$ cat src/rtl/mbf_pkg.sv
// Shared types, constants and the chip lookup for the Manchester byte framer.
// No dependencies; imported by every rtl module of the framer.
package mbf_pkg;

    localparam logic [7:0] NEWLINE_CODE = 8'h0A;
    localparam logic [7:0] CR_CODE      = 8'h0D;

    localparam int unsigned SYNC_LEN   = 5;
    localparam int unsigned FRAME_LEN  = 21;
    localparam int unsigned CHIP_IDX_W = 5;

    // chip i of the sync pattern is bit i: silent, burst, burst, burst, silent
    localparam logic [SYNC_LEN-1:0] SYNC_PATTERN = 5'b01110;

    localparam logic [CHIP_IDX_W-1:0] LAST_IDX = CHIP_IDX_W'(FRAME_LEN - 1);

    localparam int unsigned QUEUE_DEPTH_DEFAULT = 2;

    // one classified word between front and back
    typedef struct packed {
        logic [7:0] data;      // byte to frame
        logic       cr_first;  // send a carriage-return frame ahead of it
    } mbf_cmd_t;

    // chip value at position idx of the frame for byte b
    function automatic logic chip_at(input logic [7:0] b, input logic [CHIP_IDX_W-1:0] idx);
        logic [CHIP_IDX_W-1:0] k;
        logic [2:0]            bit_sel;
        logic                  result;
        begin
            k       = idx - CHIP_IDX_W'(SYNC_LEN);
            bit_sel = 3'd7 - k[3:1];
            if (idx < CHIP_IDX_W'(SYNC_LEN)) begin
                result = SYNC_PATTERN[idx[2:0]];
            end else begin
                result = b[bit_sel] ^ k[0];
            end
            return result;
        end
    endfunction

endpackage

$ cat src/rtl/mbf_front.sv
// Front end: holds the newline-expansion register and classifies each byte.
// Depends on mbf_pkg.
module mbf_front (
    input  logic             aclk,
    input  logic             aresetn,
    input  logic             cfg_valid,
    output logic             cfg_ready,
    input  logic             cfg_data,
    input  logic             s_valid,
    output logic             s_ready,
    input  logic [7:0]       s_data_byte,
    input  logic             queue_full,
    output logic             push,
    output mbf_pkg::mbf_cmd_t push_cmd
);
    import mbf_pkg::*;

    logic crlf_enable_reg;
    logic crlf_enable_next;

    assign cfg_ready = 1'b1;

    always_comb begin
        crlf_enable_next = crlf_enable_reg;
        if (cfg_valid) begin
            crlf_enable_next = cfg_data;
        end
    end

    always_ff @(posedge aclk) begin
        if (!aresetn) begin
            crlf_enable_reg <= 1'b1;
        end else begin
            crlf_enable_reg <= crlf_enable_next;
        end
    end

    assign s_ready           = !queue_full;
    assign push              = s_valid && !queue_full;
    assign push_cmd.data     = s_data_byte;
    assign push_cmd.cr_first = crlf_enable_reg && (s_data_byte == NEWLINE_CODE);

endmodule

$ cat src/rtl/mbf_queue.sv
// Short command queue between the front end and the serializer.
// Depends on mbf_pkg.
module mbf_queue #(
    parameter int unsigned DEPTH = mbf_pkg::QUEUE_DEPTH_DEFAULT
) (
    input  logic              aclk,
    input  logic              aresetn,
    input  logic              push,
    input  mbf_pkg::mbf_cmd_t push_cmd,
    output logic              full,
    input  logic              pop,
    output logic              not_empty,
    output mbf_pkg::mbf_cmd_t head_cmd
);
    import mbf_pkg::*;

    localparam int unsigned PTR_W = (DEPTH > 1) ? $clog2(DEPTH) : 1;
    localparam int unsigned CNT_W = $clog2(DEPTH + 1);
    localparam logic [PTR_W-1:0] PTR_LAST = PTR_W'(DEPTH - 1);
    localparam logic [CNT_W-1:0] CNT_FULL = CNT_W'(DEPTH);

    mbf_cmd_t          entries [DEPTH];
    logic [PTR_W-1:0]  wr_ptr_reg, wr_ptr_next;
    logic [PTR_W-1:0]  rd_ptr_reg, rd_ptr_next;
    logic [CNT_W-1:0]  count_reg,  count_next;

    assign full      = (count_reg == CNT_FULL);
    assign not_empty = (count_reg != '0);
    assign head_cmd  = entries[rd_ptr_reg];

    always_comb begin
        wr_ptr_next = wr_ptr_reg;
        rd_ptr_next = rd_ptr_reg;
        count_next  = count_reg;
        if (push) begin
            wr_ptr_next = (wr_ptr_reg == PTR_LAST) ? '0 : wr_ptr_reg + 1'b1;
        end
        if (pop) begin
            rd_ptr_next = (rd_ptr_reg == PTR_LAST) ? '0 : rd_ptr_reg + 1'b1;
        end
        if (push && !pop) begin
            count_next = count_reg + 1'b1;
        end else if (pop && !push) begin
            count_next = count_reg - 1'b1;
        end
    end

    always_ff @(posedge aclk) begin
        if (!aresetn) begin
            wr_ptr_reg <= '0;
            rd_ptr_reg <= '0;
            count_reg  <= '0;
        end else begin
            wr_ptr_reg <= wr_ptr_next;
            rd_ptr_reg <= rd_ptr_next;
            count_reg  <= count_next;
        end
    end

    always_ff @(posedge aclk) begin
        if (push) begin
            entries[wr_ptr_reg] <= push_cmd;
        end
    end

endmodule

$ cat src/rtl/mbf_back.sv
// Back end: serializes queued commands into chips, one per cycle while m_ready accepts, into an
// output register. Depends on mbf_pkg.
module mbf_back (
    input  logic              aclk,
    input  logic              aresetn,
    input  logic              cmd_valid,
    input  mbf_pkg::mbf_cmd_t cmd,
    output logic              pop,
    output logic              m_valid,
    input  logic              m_ready,
    output logic              m_chip,
    output logic              m_last_chip
);
    import mbf_pkg::*;

    logic                  busy_reg,       busy_next;
    logic                  cr_pending_reg, cr_pending_next;
    logic [7:0]            byte_reg,       byte_next;
    logic [CHIP_IDX_W-1:0] idx_reg,        idx_next;
    logic                  m_valid_reg,    m_valid_next;
    logic                  m_chip_reg,     m_chip_next;
    logic                  m_last_reg,     m_last_next;

    logic       out_free;
    logic       advance;
    logic       frame_end;
    logic       word_end;
    logic [7:0] cur_byte;

    assign out_free  = !m_valid_reg || m_ready;
    assign advance   = busy_reg && out_free;
    assign frame_end = (idx_reg == LAST_IDX);
    assign word_end  = frame_end && !cr_pending_reg;
    assign cur_byte  = cr_pending_reg ? CR_CODE : byte_reg;
    assign pop       = cmd_valid && (!busy_reg || (advance && word_end));

    always_comb begin
        busy_next       = busy_reg;
        cr_pending_next = cr_pending_reg;
        byte_next       = byte_reg;
        idx_next        = idx_reg;
        m_valid_next    = m_valid_reg;
        m_chip_next     = m_chip_reg;
        m_last_next     = m_last_reg;

        if (advance) begin
            m_valid_next = 1'b1;
            m_chip_next  = chip_at(cur_byte, idx_reg);
            m_last_next  = word_end;
            if (frame_end) begin
                idx_next        = '0;
                cr_pending_next = 1'b0;
                if (!cr_pending_reg) begin
                    busy_next = 1'b0;
                end
            end else begin
                idx_next = idx_reg + 1'b1;
            end
        end else if (m_ready) begin
            m_valid_next = 1'b0;
        end

        if (pop) begin
            busy_next       = 1'b1;
            byte_next       = cmd.data;
            cr_pending_next = cmd.cr_first;
            idx_next        = '0;
        end
    end

    always_ff @(posedge aclk) begin
        if (!aresetn) begin
            busy_reg       <= 1'b0;
            cr_pending_reg <= 1'b0;
            idx_reg        <= '0;
            m_valid_reg    <= 1'b0;
        end else begin
            busy_reg       <= busy_next;
            cr_pending_reg <= cr_pending_next;
            idx_reg        <= idx_next;
            m_valid_reg    <= m_valid_next;
        end
    end

    always_ff @(posedge aclk) begin
        byte_reg   <= byte_next;
        m_chip_reg <= m_chip_next;
        m_last_reg <= m_last_next;
    end

    assign m_valid     = m_valid_reg;
    assign m_chip      = m_chip_reg;
    assign m_last_chip = m_last_reg;

endmodule

$ cat src/rtl/manchester_byte_framer.sv
// Manchester byte framer: one byte in, a 21-chip frame out (42 for an expanded newline).
// Path: a byte's first chip passes the queue, the serializer load and the chip register in turn.
// Throughput: one chip per cycle while m_ready accepts, 21 chips per byte, 42 for an expanded newline;
// the serializer in the back end sets that rate, the queue lets input run ahead.
// Reset: synchronous active-low aresetn empties queue and output, sets crlf_enable to 1.
module manchester_byte_framer #(
    parameter int unsigned QUEUE_DEPTH = mbf_pkg::QUEUE_DEPTH_DEFAULT
) (
    input  logic       aclk,
    input  logic       aresetn,

    // configuration: bit 0 is crlf_enable
    input  logic       cfg_valid,
    output logic       cfg_ready,
    input  logic       cfg_data,

    // byte input
    input  logic       s_valid,
    output logic       s_ready,
    input  logic [7:0] s_data_byte,

    // chip output
    output logic       m_valid,
    input  logic       m_ready,
    output logic       m_chip,
    output logic       m_last_chip
);
    import mbf_pkg::*;

    // front -> queue
    logic     push;
    mbf_cmd_t push_cmd;
    logic     queue_full;

    // queue -> back
    logic     pop;
    logic     queue_not_empty;
    mbf_cmd_t head_cmd;

    // Front end: config register, newline classification. A newline with
    // expansion on becomes a single word tagged cr_first; the back end
    // sends the CR frame and then the newline frame from it.
    mbf_front u_front (
        .aclk        (aclk),
        .aresetn     (aresetn),
        .cfg_valid   (cfg_valid),
        .cfg_ready   (cfg_ready),
        .cfg_data    (cfg_data),
        .s_valid     (s_valid),
        .s_ready     (s_ready),
        .s_data_byte (s_data_byte),
        .queue_full  (queue_full),
        .push        (push),
        .push_cmd    (push_cmd)
    );

    // Short queue decouples byte acceptance from chip serialization.
    mbf_queue #(
        .DEPTH (QUEUE_DEPTH)
    ) u_queue (
        .aclk      (aclk),
        .aresetn   (aresetn),
        .push      (push),
        .push_cmd  (push_cmd),
        .full      (queue_full),
        .pop       (pop),
        .not_empty (queue_not_empty),
        .head_cmd  (head_cmd)
    );

    // Back end: chip counter walks sync then data chips; the next word is
    // loaded on the last chip of the current one, so frames run gap-free.
    mbf_back u_back (
        .aclk        (aclk),
        .aresetn     (aresetn),
        .cmd_valid   (queue_not_empty),
        .cmd         (head_cmd),
        .pop         (pop),
        .m_valid     (m_valid),
        .m_ready     (m_ready),
        .m_chip      (m_chip),
        .m_last_chip (m_last_chip)
    );

endmodule
$ cat config.mk
export PLATFORM = sky130hd
export DESIGN_NAME = manchester_byte_framer
export DESIGN_NICKNAME = d
export VERILOG_FILES = /design/src/rtl/mbf_pkg.sv /design/src/rtl/mbf_front.sv /design/src/rtl/mbf_queue.sv /design/src/rtl/mbf_back.sv /design/src/rtl/manchester_byte_framer.sv
export SDC_FILE = /design/constraint.sdc
export NUM_CORES = 1
export LEC_CHECK = 0
export ABC_AREA = 1
export CAP_MARGIN = 20
export CORE_ASPECT_RATIO = 0.6
export CORE_MARGIN = 3
export CORE_UTILIZATION = 60
export DETAILED_ROUTE_END_ITERATION = 12
export DONT_BUFFER_PORTS = 1
export PLACE_DENSITY = 0.74
export SLEW_MARGIN = 5
export SYNTH_ARGS = -nofsm -noshare
export SYNTH_HDL_FRONTEND = slang
export SYNTH_SLANG_ARGS = --single-unit
$ cat constraint.sdc
create_clock -name aclk -period 4.24 [get_ports aclk]
set_input_delay 0.848 -clock aclk [delete_from_list [all_inputs] [get_ports aclk]]
set_output_delay 0.848 -clock aclk [all_outputs]
set_load 0.01 [all_outputs]
## Yosys cells after proc, flatten, opt, wreduce, memory -nomap -nowiden

Memories as Yosys holds them, arrays and structs flattened. A register that Yosys moved wholly into a read port is not among the register bits.
Index checks and enable logic that the tools add are counted.

| cells by class | value |
|---|---|
| magnitude comparators | 3 |
| reductions and logical operators | 24 |
| $add $sub $neg | 7 |
| equal/unequal tests | 4 |
| muxes and demuxes | 25 |
| bitwise gates (word level) | 2 |

Operators by type and width:

| cell | count |
|---|---|
| two-way mux 1 bit | 18 |
| nonzero test 2 bit | 5 |
| == test 8 x 4 -> 1 bit, second input constant | 1 |
| logical AND 1 bit | 8 |
| < comparator 3 x 4 -> 1 bit, second input constant | 2 |
| two-way mux 8 bit | 1 |
| logical NOT 1 bit | 6 |
| two-way mux 3 bit | 2 |
| adder 5 x 1 -> 5 bit, second input constant | 1 |
| == test 5 bit, second input constant | 1 |
| < comparator 5 x 3 -> 1 bit, second input constant | 1 |
| two-way mux 5 bit | 1 |
| two-way mux 2 bit | 2 |
| subtractor 4 x 3 -> 4 bit, second input constant | 1 |
| binary-select mux 1 bit (select 3 bit) | 1 |
| AND reduction 3 bit | 1 |
| subtractor 3 bit, first input constant | 1 |
| adder 1 bit, second input constant | 2 |
| adder 2 x 1 -> 2 bit, second input constant | 1 |
| == test 2 bit, second input constant | 1 |
| logical OR 1 bit | 2 |
| != test 2 bit, second input constant | 1 |
| AND reduction 2 bit | 1 |
| OR reduction 2 bit | 1 |
| other kinds (3) | 3 |

| storage, ports and cells | value |
|---|---|
| memories kept | 2 |
| memory bits (writable) | 18 |
| bits in read-only memories | 8 |
| register bits | 23 |
| input port bits | 14 |

Memory list:

| memory | depth | width | rd ports | clocked after memory_dff | write ports | line | RTL |
|---|---|---|---|---|---|---|---|
| u_queue.entries | 2 | 9 | 1 | 1 | 1 | mbf_queue.sv:22 | `mbf_cmd_t entries [DEPTH];` |
| (name not given) | 8 | 1 | 1 | 1 | 0 | mbf_pkg.sv:34 | `result = SYNC_PATTERN[idx[2:0]];` |

## Logic depth before layout (Yosys ltp)

Gate-level depths: netlist (run 1).

| depth | value |
|---|---|
| depth after elaboration | 9 |
| depth in mapped cells | 12 |
| gate-level depth less buffers | 12 |

## Hierarchy

Synthesis (run 1) repeated with hierarchy kept, for this count alone.

| unflattened totals | value |
|---|---|
| cells, all modules | 204 |
| area, all modules | 2018.2 um2 |

By module, submodules not included:

| module | cells each | times used | seq. area each (um2) | area an instance (um2) |
|---|---|---|---|---|
| mbf_back | 116 | 1 | 480.5 | 979.7 |
| mbf_queue | 61 | 1 | 640.6 | 882.1 |
| mbf_front | 27 | 1 | 20.0 | 156.4 |

## Worst setup path after synthesis (run 1)

Ideal clock, no wire load.

| path | value |
|---|---|
| kind | input to register |
| start | in m_ready |
| end | reg u_queue.count_reg[1] |
| stages on the path | 12 |
| library setup time | 0.122 ns |
| slack | 1.991 ns |
| arrival | 2.126 ns |
| cells stage by stage | inv_1 nand2_1 nand2_2 inv_1 nand2_2 nand2_4 nand2_8 ha_1 a21oi_1 o21ai_0 o21ai_0 a21oi_1 |

| on the way | value |
|---|---|
| word-level cells in the longest chain between the ends | 8 |

RTL lines:

| what | line | RTL |
|---|---|---|
| start: declaration | manchester_byte_framer.sv:24 | `input logic m_ready,` |
| logical OR 1 bit * | mbf_back.sv:30 | `assign out_free = !m_valid_reg \|\| m_ready;` |
| logical AND 1 bit * | mbf_back.sv:31 | `assign advance = busy_reg && out_free;` |
| named net u_back.advance | mbf_back.sv:25 | `logic advance;` |
| logical AND 1 bit * | mbf_back.sv:35 | `assign pop = cmd_valid && (!busy_reg \|\| (advance && word_end));` |
| logical OR 1 bit * | mbf_back.sv:35 |  |
| logical AND 1 bit * | mbf_back.sv:35 |  |
| logical NOT 1 bit | mbf_queue.sv:41 | `if (push && !pop) begin` |
| logical AND 1 bit | mbf_queue.sv:41 |  |
| two-way mux 2 bit or nonzero test 2 bit (tied branches) | - |  |
| end signal: assignment | mbf_queue.sv:56 | `count_reg <= count_next;` |
| end: declaration | mbf_queue.sv:25 | `logic [CNT_W-1:0] count_reg, count_next;` |

Mark *: on every way through the listed nets, which the timed path passes. The rest lies on a longest branch.
A chain may end at the register's enable or synchronous reset.

## Worst setup path in the final report (run 1)

| path | value |
|---|---|
| start | reg u_back.idx_reg[0] |
| end | reg u_queue.count_reg[1] |

| on the way | value |
|---|---|
| word-level cells in the longest chain between the ends | 8 |

RTL lines:

| what | line | RTL |
|---|---|---|
| start: declaration | mbf_back.sv:19 | `logic [CHIP_IDX_W-1:0] idx_reg, idx_next;` |
| start signal: assignment | mbf_back.sv:80 | `idx_reg <= idx_next;` |
| == test 5 bit * | mbf_back.sv:32 | `assign frame_end = (idx_reg == LAST_IDX);` |
| logical AND 1 bit * | mbf_back.sv:33 | `assign word_end = frame_end && !cr_pending_reg;` |
| named net u_back.word_end | mbf_back.sv:27 | `logic word_end;` |
| logical AND 1 bit * | mbf_back.sv:35 |  |
| logical OR 1 bit * | mbf_back.sv:35 |  |
| logical AND 1 bit * | mbf_back.sv:35 |  |
| logical NOT 1 bit | mbf_queue.sv:41 |  |
| logical AND 1 bit | mbf_queue.sv:41 |  |
| two-way mux 2 bit or nonzero test 2 bit (tied branches) | - |  |

Marked as above.

==> impl_metrics.toml, run 1 <==
[critical_path]
cp.arrival_ns = 2.40
worst_setup_path_end_kind = "register"
crit_type = "reg -> reg"
rr_endpoint = "u_queue.count_reg[1]$_SDFFE_PN0P_"
r2r_start = "u_back.idx_reg[0]$_SDFFE_PP0N_"
rrSetupSlack_ns = 2.01
cp_max_fo = 7
cp-start-kind = "register"
ff2ff_path_depth = 12
required_ns = 4.41

[finish]
fin_area_um2 = 2060
nNetsFinal = 224
area_delta_synth_final_pct = 5.84
layout-drive-gt1-share_pct = 9.18
diodes = 0
largest_reg_flops = 18

[power_and_ir_drop]
p_total_mw = 1.32
p_leak_nw = 0.852
powerDensity_nw_per_um2 = 639
ir_worst_vdd_mv = 0.432

[global_routing]
overflow = 0
antenna_found_initial = 0
grt_use_total_pct = 19.7
grt_max_degree = 14
grt_pass1_wl_um = 5950
grt_pass1_vias = 1272

[clocking]
cts_resized = 0
htreeDepth = 2
cts_setup_buffers = 0
root_buffer = "clkbuf_8"
clockBufferDepth = 2
numCtsBuffers = 5
cts_sinks = 43
cts_tree = "built"
cts_hold_buf = 0
clk_pin_slew_ns = 0.08
clk_latency_ns = 0.28

[hold_path]
holdCritStartpoint = "u_front.crlf_enable_reg$_SDFFE_PN1P_"
min_to = "u_front.crlf_enable_reg$_SDFFE_PN1P_"
hold_class = "reg -> reg"
whs_path_depth = 2

[synthesis]
syn_area_um2 = 1950
synth_flop_cell = "edfxtp_1"
synth-edff-count = 28
synth_seq_area_share_pct = 58.6
ys_types = 30
synth_cells = 202
async_flop_share_pct = 0
ys_ff_latch = 43
avgSynthCellArea_um2 = 9.64
yosysWarningCount = 0
syn_nets = 220

[timing]
relSlewSlack_pct = 40.6
clock.fmax_ghz = 0.449
fin_worst_skew_ns = 0.00370
tns_ns = 0
finalWorstSetupSlack_ns = 2.01
min_period_ns = 2.23
setup_viol = 0
report.final.slew_viol_count = 0
holdWs_ns = 0.489
rsz0062_at_grt = "false"
hold_viol_final = 0
fin_crit_sh_pct = 52.6
worstMarginPinSlew_ns = 0.888

[run_status]
status = "finished clean"

[floorplan]
die_y_um = 50.1
die_area_um2 = 3990
num_rows = 15
pin_count = 19
die_w_um = 79.6
core_area_um2 = 2980
start_util_pct = 65.3

[run]
maxCapViolations = 0

[routing]
drt_iter0_markers = 73
wire_per_inst_um = 13.7
routed_wl_um = 3410
post-route-drc-count = 0
viasPerCell = 5.19
via_count = 1293
drt_pass1_iterations = 4
final_antenna_net_count = 0

[placed_design]
placed_area_um2 = 1980
place_ws_ns = 1.77
port_buffers = 0
place.gp.congestion = 0.907
dpl.hpwl_um = 2550
[cell families after synthesis]
| family | Yosys count | share of synthesized area [%] |
|---|---|---|
| AO/OA/AOI/OAI | 15 | 4.17 |
| XOR/XNOR | 6 | 2.70 |
| adder cells (fa/ha/maj) | 4 | 2.57 |
| buffers and inverters | 24 | 5.52 |
| flip-flops | 43 | 58.6 |
| other | 1 | 0.192 |
| AND/OR/NAND/NOR | 109 | 26.3 |
[synthesized netlist by cell type (4+ instances only)]
master	count	area, µm²
nand2_1	69	259
edfxtp_1	28	841
inv_1	18	67.6
nor2_1	16	60.1
dfxtp_1	15	300
nand3_1	10	50.1
a21oi_1	7	35.0
o21ai_0	6	30.0
ha_1	4	50.1
xor2_1	4	35.0
[where the power goes]
part | leakage [nW] | switching [mW] | internal [mW] | total (mW)
clock | 0.0412 | 0.132 | 0.115 | 0.247
sequential | 0.387 | 0.0695 | 0.581 | 0.650
combinational | 0.423 | 0.285 | 0.134 | 0.419
total | 0.852 | 0.487 | 0.830 | 1.32
[metal layers]
layer / track usage (%) / vias to the layer above / wire length [µm]
met5: 0 / - / 0
met4: 4.57 / 0 / 12
met3: 5.38 / 2 / 232
met2: 27.8 / 38 / 1390
met1: 30.3 / 592 / 1770
li1: - / 661 / -
[critical path, cell delays in order, from the launching register on]
cell     delay (ns)
dfxtp_1        0.36
inv_1          0.17
ha_1           0.22
nand4_4        0.15
nor2_4         0.13
nand2_2        0.07
nand2_4        0.09
nand2_8        0.08
ha_1           0.32
a21oi_1        0.14
o21ai_0        0.13
o21ai_0        0.17
a21oi_1        0.06
[through the flow]
step / util [%] / std cells
2_1_floorplan: - / 202
3_3_place_gp: 66.2 / 241
3_5_place_dp: 66.2 / 241
4_1_cts: 69.1 / 249
5_1_grt: 69.1 / 249
6_report: 69.1 / 249
[how the worst max path moves through the flow]
| stage | start | endpoint | depth (start not counted) | slack (ns) |
|---|---|---|---|---|
| after global routing | u_back.idx_reg[0]$_SDFFE_PP0N_ | u_queue.count_reg[1]$_SDFFE_PN0P_ | 12 | 1.78 |
| after detailed placement | m_ready | u_queue.count_reg[1]$_SDFFE_PN0P_ | 12 | 1.77 |
| after CTS | u_back.idx_reg[0]$_SDFFE_PP0N_ | u_queue.count_reg[1]$_SDFFE_PN0P_ | 12 | 2.04 |
| after global placement | m_ready | u_queue.count_reg[1]$_SDFFE_PN0P_ | 12 | 1.90 |
| after floorplan | m_ready | u_queue.count_reg[1]$_SDFFE_PN0P_ | 12 | 1.99 |
| final | u_back.idx_reg[0]$_SDFFE_PP0N_ | u_queue.count_reg[1]$_SDFFE_PN0P_ | 12 | 2.01 |
[cell type report]
cell class,instances,area [µm²]
tap,42,52.6
multi-input combinational,135,699
inverter,21,83.8
fill,211,922
sequential,43,1140
clock inverter,2,12.5
clock buffer,6,72.6
[placed cells by master (no fill, tap or decap), drive strengths merged, types with 3 or more instances in the layout]
cell type  synthesis  layout
o21ai              7       7
ha                 4       4
edfxtp            28      28
nand2             74      74
xor2               4       4
a21oi              7       7
dfxtp             15      15
inv               19      19
clkinv             2       3
clkbuf             0       6
nor2              19      19
nand3             10      10
(Power assumes the default switching activity.)
==> inputs of run 2 (changes only) <==
- CORE_UTILIZATION: 60 -> 56
- PLACE_DENSITY: 0.74 -> 0.72
- clock period: 4.24 -> 1.93 ns (I/O delays scaled with it)
==> run 2 against run 1 <==
Global-route usage decreased by 0.12 points. Setup slack got worse by 1.8 ns. Die area grew 6.4%. Maximum frequency increased by 31%. Via count grew 1.2%. Critical path type unchanged. Critical endpoint unchanged. Largest cell class unchanged. Largest power group unchanged. Highest routed layer unchanged.
==> impl_metrics.toml, run 2 (synthesized netlist as in run 1, its figures left out) <==
[global_routing]
grt_pass1_vias = 1279
grt_use_total_pct = 19.6
grt_pass1_wl_um = 5950
grt_max_degree = 14
overflow = 0
antenna_found_initial = 0

[placed_design]
dp.cells = 251
port_buffers = 0
place.gp.congestion = 0.848
dpl.hpwl_um = 2610

[critical_path]
cp_max_fo = 4
worst_setup_path_end_kind = "register"
cp-start-kind = "register"
critPathLaunch = "u_back.idx_reg[1]$_SDFFE_PP0N_"
r2r_start = "u_back.idx_reg[1]$_SDFFE_PP0N_"
required_ns = 2.12
cp.arrival_ns = 1.90
crit_type = "reg -> reg"

[clocking]
numCtsBuffers = 5
clockBufferDepth = 2
cts_sinks = 43
root_buffer = "clkbuf_8"
htreeDepth = 2
cts_tree = "built"
clk_pin_slew_ns = 0.08
clk_latency_ns = 0.29
cts_setup_buffers = 0

[finish]
final_cell_mix = "nand2_1, edfxtp_1, inv_1, nor2_1, dfxtp_1"
multi_input_area_um2 = 724
nNetsFinal = 234
area_delta_synth_final_pct = 11.0
regArea_um2 = 1140
diodes = 0
nFillCells = 235
final_common_cell = "nand2_1"
layout-drive-gt1-share_pct = 15.7
largest_reg_flops = 18
fin_cells = 259

[timing]
rsz0062_at_grt = "false"
hold_viol_final = 0
setup_viol = 0
min_period_ns = 1.71
fin_worst_skew_ns = 0.00362
report.final.slew_viol_count = 0
holdWs_ns = 0.181
clock.fmax_ghz = 0.586
fin_crit_sh_pct = 88.4

[hold_path]
holdCritStartpoint = "s_data_byte[6]"
hold_class = "in -> reg"

[routing]
viasPerCell = 5.05
routed_wl_um = 3580
final_antenna_net_count = 0
drt_iter0_markers = 101
drt_pass1_iterations = 4
post-route-drc-count = 0
via_count = 1309
wire_per_inst_um = 13.8

[floorplan]
core_area_um2 = 3100
die_w_um = 82.1
start_util_pct = 62.9
die_area_um2 = 4250
pin_count = 19
num_rows = 15
die_y_um = 51.7

[power_and_ir_drop]
ir_worst_vdd_mv = 0.863
powerDensity_nw_per_um2 = 1420
p_leak_nw = 0.902

[run]
maxCapViolations = 0

[run_status]
status = "finished clean"
-- run 2: critical path, stage by stage, from the launching register on --
cell	delay (ns)
dfxtp_2	0.35
inv_2	0.08
ha_4	0.14
nand4_4	0.12
nor2_4	0.14
nand2_2	0.07
nand2_4	0.09
nand2_8	0.05
ha_4	0.22
a21oi_1	0.10
o21ai_1	0.09
o21ai_1	0.12
a21oi_1	0.05
-- run 2: layout make-up --
cell class | count | share of cell area (%)
clock inverter | 2 | 0.578
timing repair buffer | 10 | 3.47
inverter | 21 | 3.88
clock buffer | 6 | 3.35
multi-input combinational | 135 | 33.5
tap | 42 | 2.43
sequential | 43 | 52.8
-- run 2: repair_timing --
action / CTS / global route
pin swaps: 0 / 1
endpoints found under the hold margin: 0 / 0
setup endpoints to repair: 1 / 1
resized for setup: 1 / 7
hold buffers: 0 / 0
-- run 2: worst paths after layout --
check	end	slack (ns)	depth (start not counted)
setup reg to reg	u_queue.count_reg[1]$_SDFFE_PN0P_	0.22	12
setup / recovery	u_queue.count_reg[1]$_SDFFE_PN0P_	0.22	12
hold reg to reg	u_front.crlf_enable_reg$_SDFFE_PN1P_	0.51	2
hold / removal	u_queue.entries[1][7]$_DFFE_PP_	0.18	0
-- run 2: power by group --
part	internal [mW]	switching [mW]	leakage (nW)
registers	1.27	0.115	0.388
clock network	0.253	0.301	0.0412
logic	0.407	0.714	0.473
-- run 2: metal layers --
layer | share of wire [%] | global-route usage [%] | routed length, µm
met2 | 45 | 29.8 | 1610
met1 | 46 | 26.3 | 1660
met4 | 1.3 | 8.29 | 48
met5 | 0 | 0 | 0
met3 | 7.3 | 5.88 | 263
-- run 2: metrics by stage --
step | setup TNS [ns] | utilization, % | worst slack [ns] | power [mW] | cell area [µm²]
after floorplan | 0 | - | 0.0110 | 2.15 | 1950
after global placement | 0 | 66.3 | 0.104 | 2.41 | 2050
after detailed placement | -0.00847 | 66.3 | -0.00847 | 2.46 | 2050
after CTS | 0 | 69.1 | 0.00123 | 3.02 | 2140
after global routing | 0 | 69.9 | 0.0643 | 3.29 | 2160
final | 0 | 69.9 | 0.223 | 3.06 | 2160
==> inputs of run 3 (changes only) <==
- CORE_UTILIZATION: 56 -> 30
- MAX_ROUTING_LAYER: not set -> met4
- PLACE_DENSITY: 0.72 -> 0.43
==> run 3 against run 2 <==
Global-route usage fell by 8.1 points. Setup slack lost 0.029 ns. Count of clock-buffer cells in the layout unchanged. Power grew 3.3%. Sequential power is essentially flat. Cell count grew 17%. First-iteration DRC count shrank 36%.
==> impl_metrics.toml, run 3 (synthesized netlist as in run 1, its figures left out) <==
[finish]
area_delta_synth_final_pct = 14.9
regArea_um2 = 1140
final_util_pct = 36.1
final_common_cell = "nand2_1"
nNetsFinal = 235
diodes = 0
final_cell_mix = "nand2_1, edfxtp_1, inv_1"
layout-drive-gt1-share_pct = 15.6
largest_reg_flops = 18
multi_input_area_um2 = 714
nFillCells = 636

[timing]
report.final.slew_viol_count = 0
setup_viol = 0
tns_ns = 0
min_period_ns = 1.74
hold_viol_final = 0
fin_worst_skew_ns = 0.00643
rsz0062_at_grt = "false"
clock.fmax_ghz = 0.576
fin_crit_sh_pct = 90.0

[global_routing]
overflow = 0
antenna_found_initial = 0
grt_pass1_vias = 1212
grt_max_degree = 15
grt_pass1_wl_um = 6170
grt_use_total_pct = 11.5

[routing]
drt_iter0_markers = 65
via_count = 1287
final_antenna_net_count = 0
wire_per_inst_um = 11.9
post-route-drc-count = 0
viasPerCell = 4.26
routed_wl_um = 3580
drt_pass1_iterations = 4

[clocking]
clockBufferDepth = 2
cts_tree = "built"
cts_hold_buf = 0
htreeDepth = 2
root_buffer = "clkbuf_8"
clk_latency_ns = 0.29
clk_pin_slew_ns = 0.08
numCtsBuffers = 5
cts_sinks = 43

[critical_path]
critPathTopFamily = "simple AND/OR/NAND/NOR gates"
cp-start-kind = "register"
worst_setup_path_end_kind = "register"
cp_slowest_cell = "dfxtp_2"
crit_type = "reg -> reg"
cp.arrival_ns = 1.92
cp_max_fo = 4
cpPeakStageDelay_ns = 0.34
required_ns = 2.11
worstPathCellList = "inv_2 -> ha_2 -> nand4_4 -> nor2_4 -> nand2_2 -> nand2_4 -> nand2_8 -> ha_4 -> a21oi_1 -> o21ai_1 -> o21ai_1 -> a21oi_1"
cp_num_buf_inv = 1

[floorplan]
die_y_um = 68.4
die_area_um2 = 7530
pin_count = 19
num_rows = 22
die_w_um = 110
start_util_pct = 31.5
core_area_um2 = 6190

[placed_design]
dpl.hpwl_um = 2780
port_buffers = 0
place.gp.congestion = 0.723

[power_and_ir_drop]
p_clk_share_pct = 21.7
cell_internal_pwr_mw = 2.05
swShare_pct = 35.1
ir_worst_vdd_mv = 0.611
powerDensity_nw_per_um2 = 1410
p_seq_share_pct = 43.9
p_sw_mw = 1.11
comb_power_share_pct = 34.3
p_leak_nw = 0.915

[run_status]
status = "finished clean"

[run]
maxCapViolations = 0

[hold_path]
hold_class = "in -> reg"
## run 3: metrics by stage
step / hold WS, ns / instances / total power [mW] / area (µm²) / setup slack (ns)
final: 0.184 / 302 / 3.17 / 2240 / 0.194
after global routing: 0.157 / 302 / 3.44 / 2240 / 0.0285
after global placement: 0.479 / 293 / 2.50 / 2100 / 0.0808
after detailed placement: 0.485 / 293 / 2.49 / 2100 / 0.0332
after CTS: 0.173 / 301 / 3.18 / 2210 / 0.0285
after floorplan: 0.446 / 202 / 2.15 / 1950 / 0.0110
## run 3: timing repair
item / CTS / global route
resized for setup: 0 / 6
buffers inserted: 0 / 1
setup endpoints to repair: 0 / 2
## run 3: area by class of cell
class                           count  area share [%]
Multi-Input combinational cell    135            31.9
Clock inverter                      2            1.68
Tap cell                           84            4.70
Inverter                           21            3.75
Timing Repair Buffer               11            3.69
Sequential cell                    43            51.0
Clock buffer                        6            3.24
## run 3: path summary, 6_finish.rpt
path                                   startpoint                                   end  slack [ns]  cells after the start
min                                s_data_byte[0]       u_queue.entries[1][1]$_DFFE_PP_        0.18                      0
max reg2reg        u_back.idx_reg[1]$_SDFFE_PP0N_     u_queue.count_reg[1]$_SDFFE_PN0P_        0.19                     12
min reg2reg  u_front.crlf_enable_reg$_SDFFE_PN1P_  u_front.crlf_enable_reg$_SDFFE_PN1P_        0.49                      2
max                u_back.idx_reg[1]$_SDFFE_PP0N_     u_queue.count_reg[1]$_SDFFE_PN0P_        0.19                     12
## run 3: power groups by stage
stage	Combinational [mW]	Sequential, mW	Clock (mW)
after global routing	1.26	1.42	0.757
after detailed placement	1.08	1.41	0
after floorplan	0.773	1.38	0
after global placement	1.08	1.42	0
final	1.09	1.39	0.688
after CTS	1.08	1.39	0.710
## run 3: metal layers
layer	up-vias	GRT usage, %	wire length (µm)
li1	680	-	-
met4	0	4.67	46
met5	-	-	0
met3	5	3.30	169
met1	578	17.1	2020
met2	24	14.2	1340
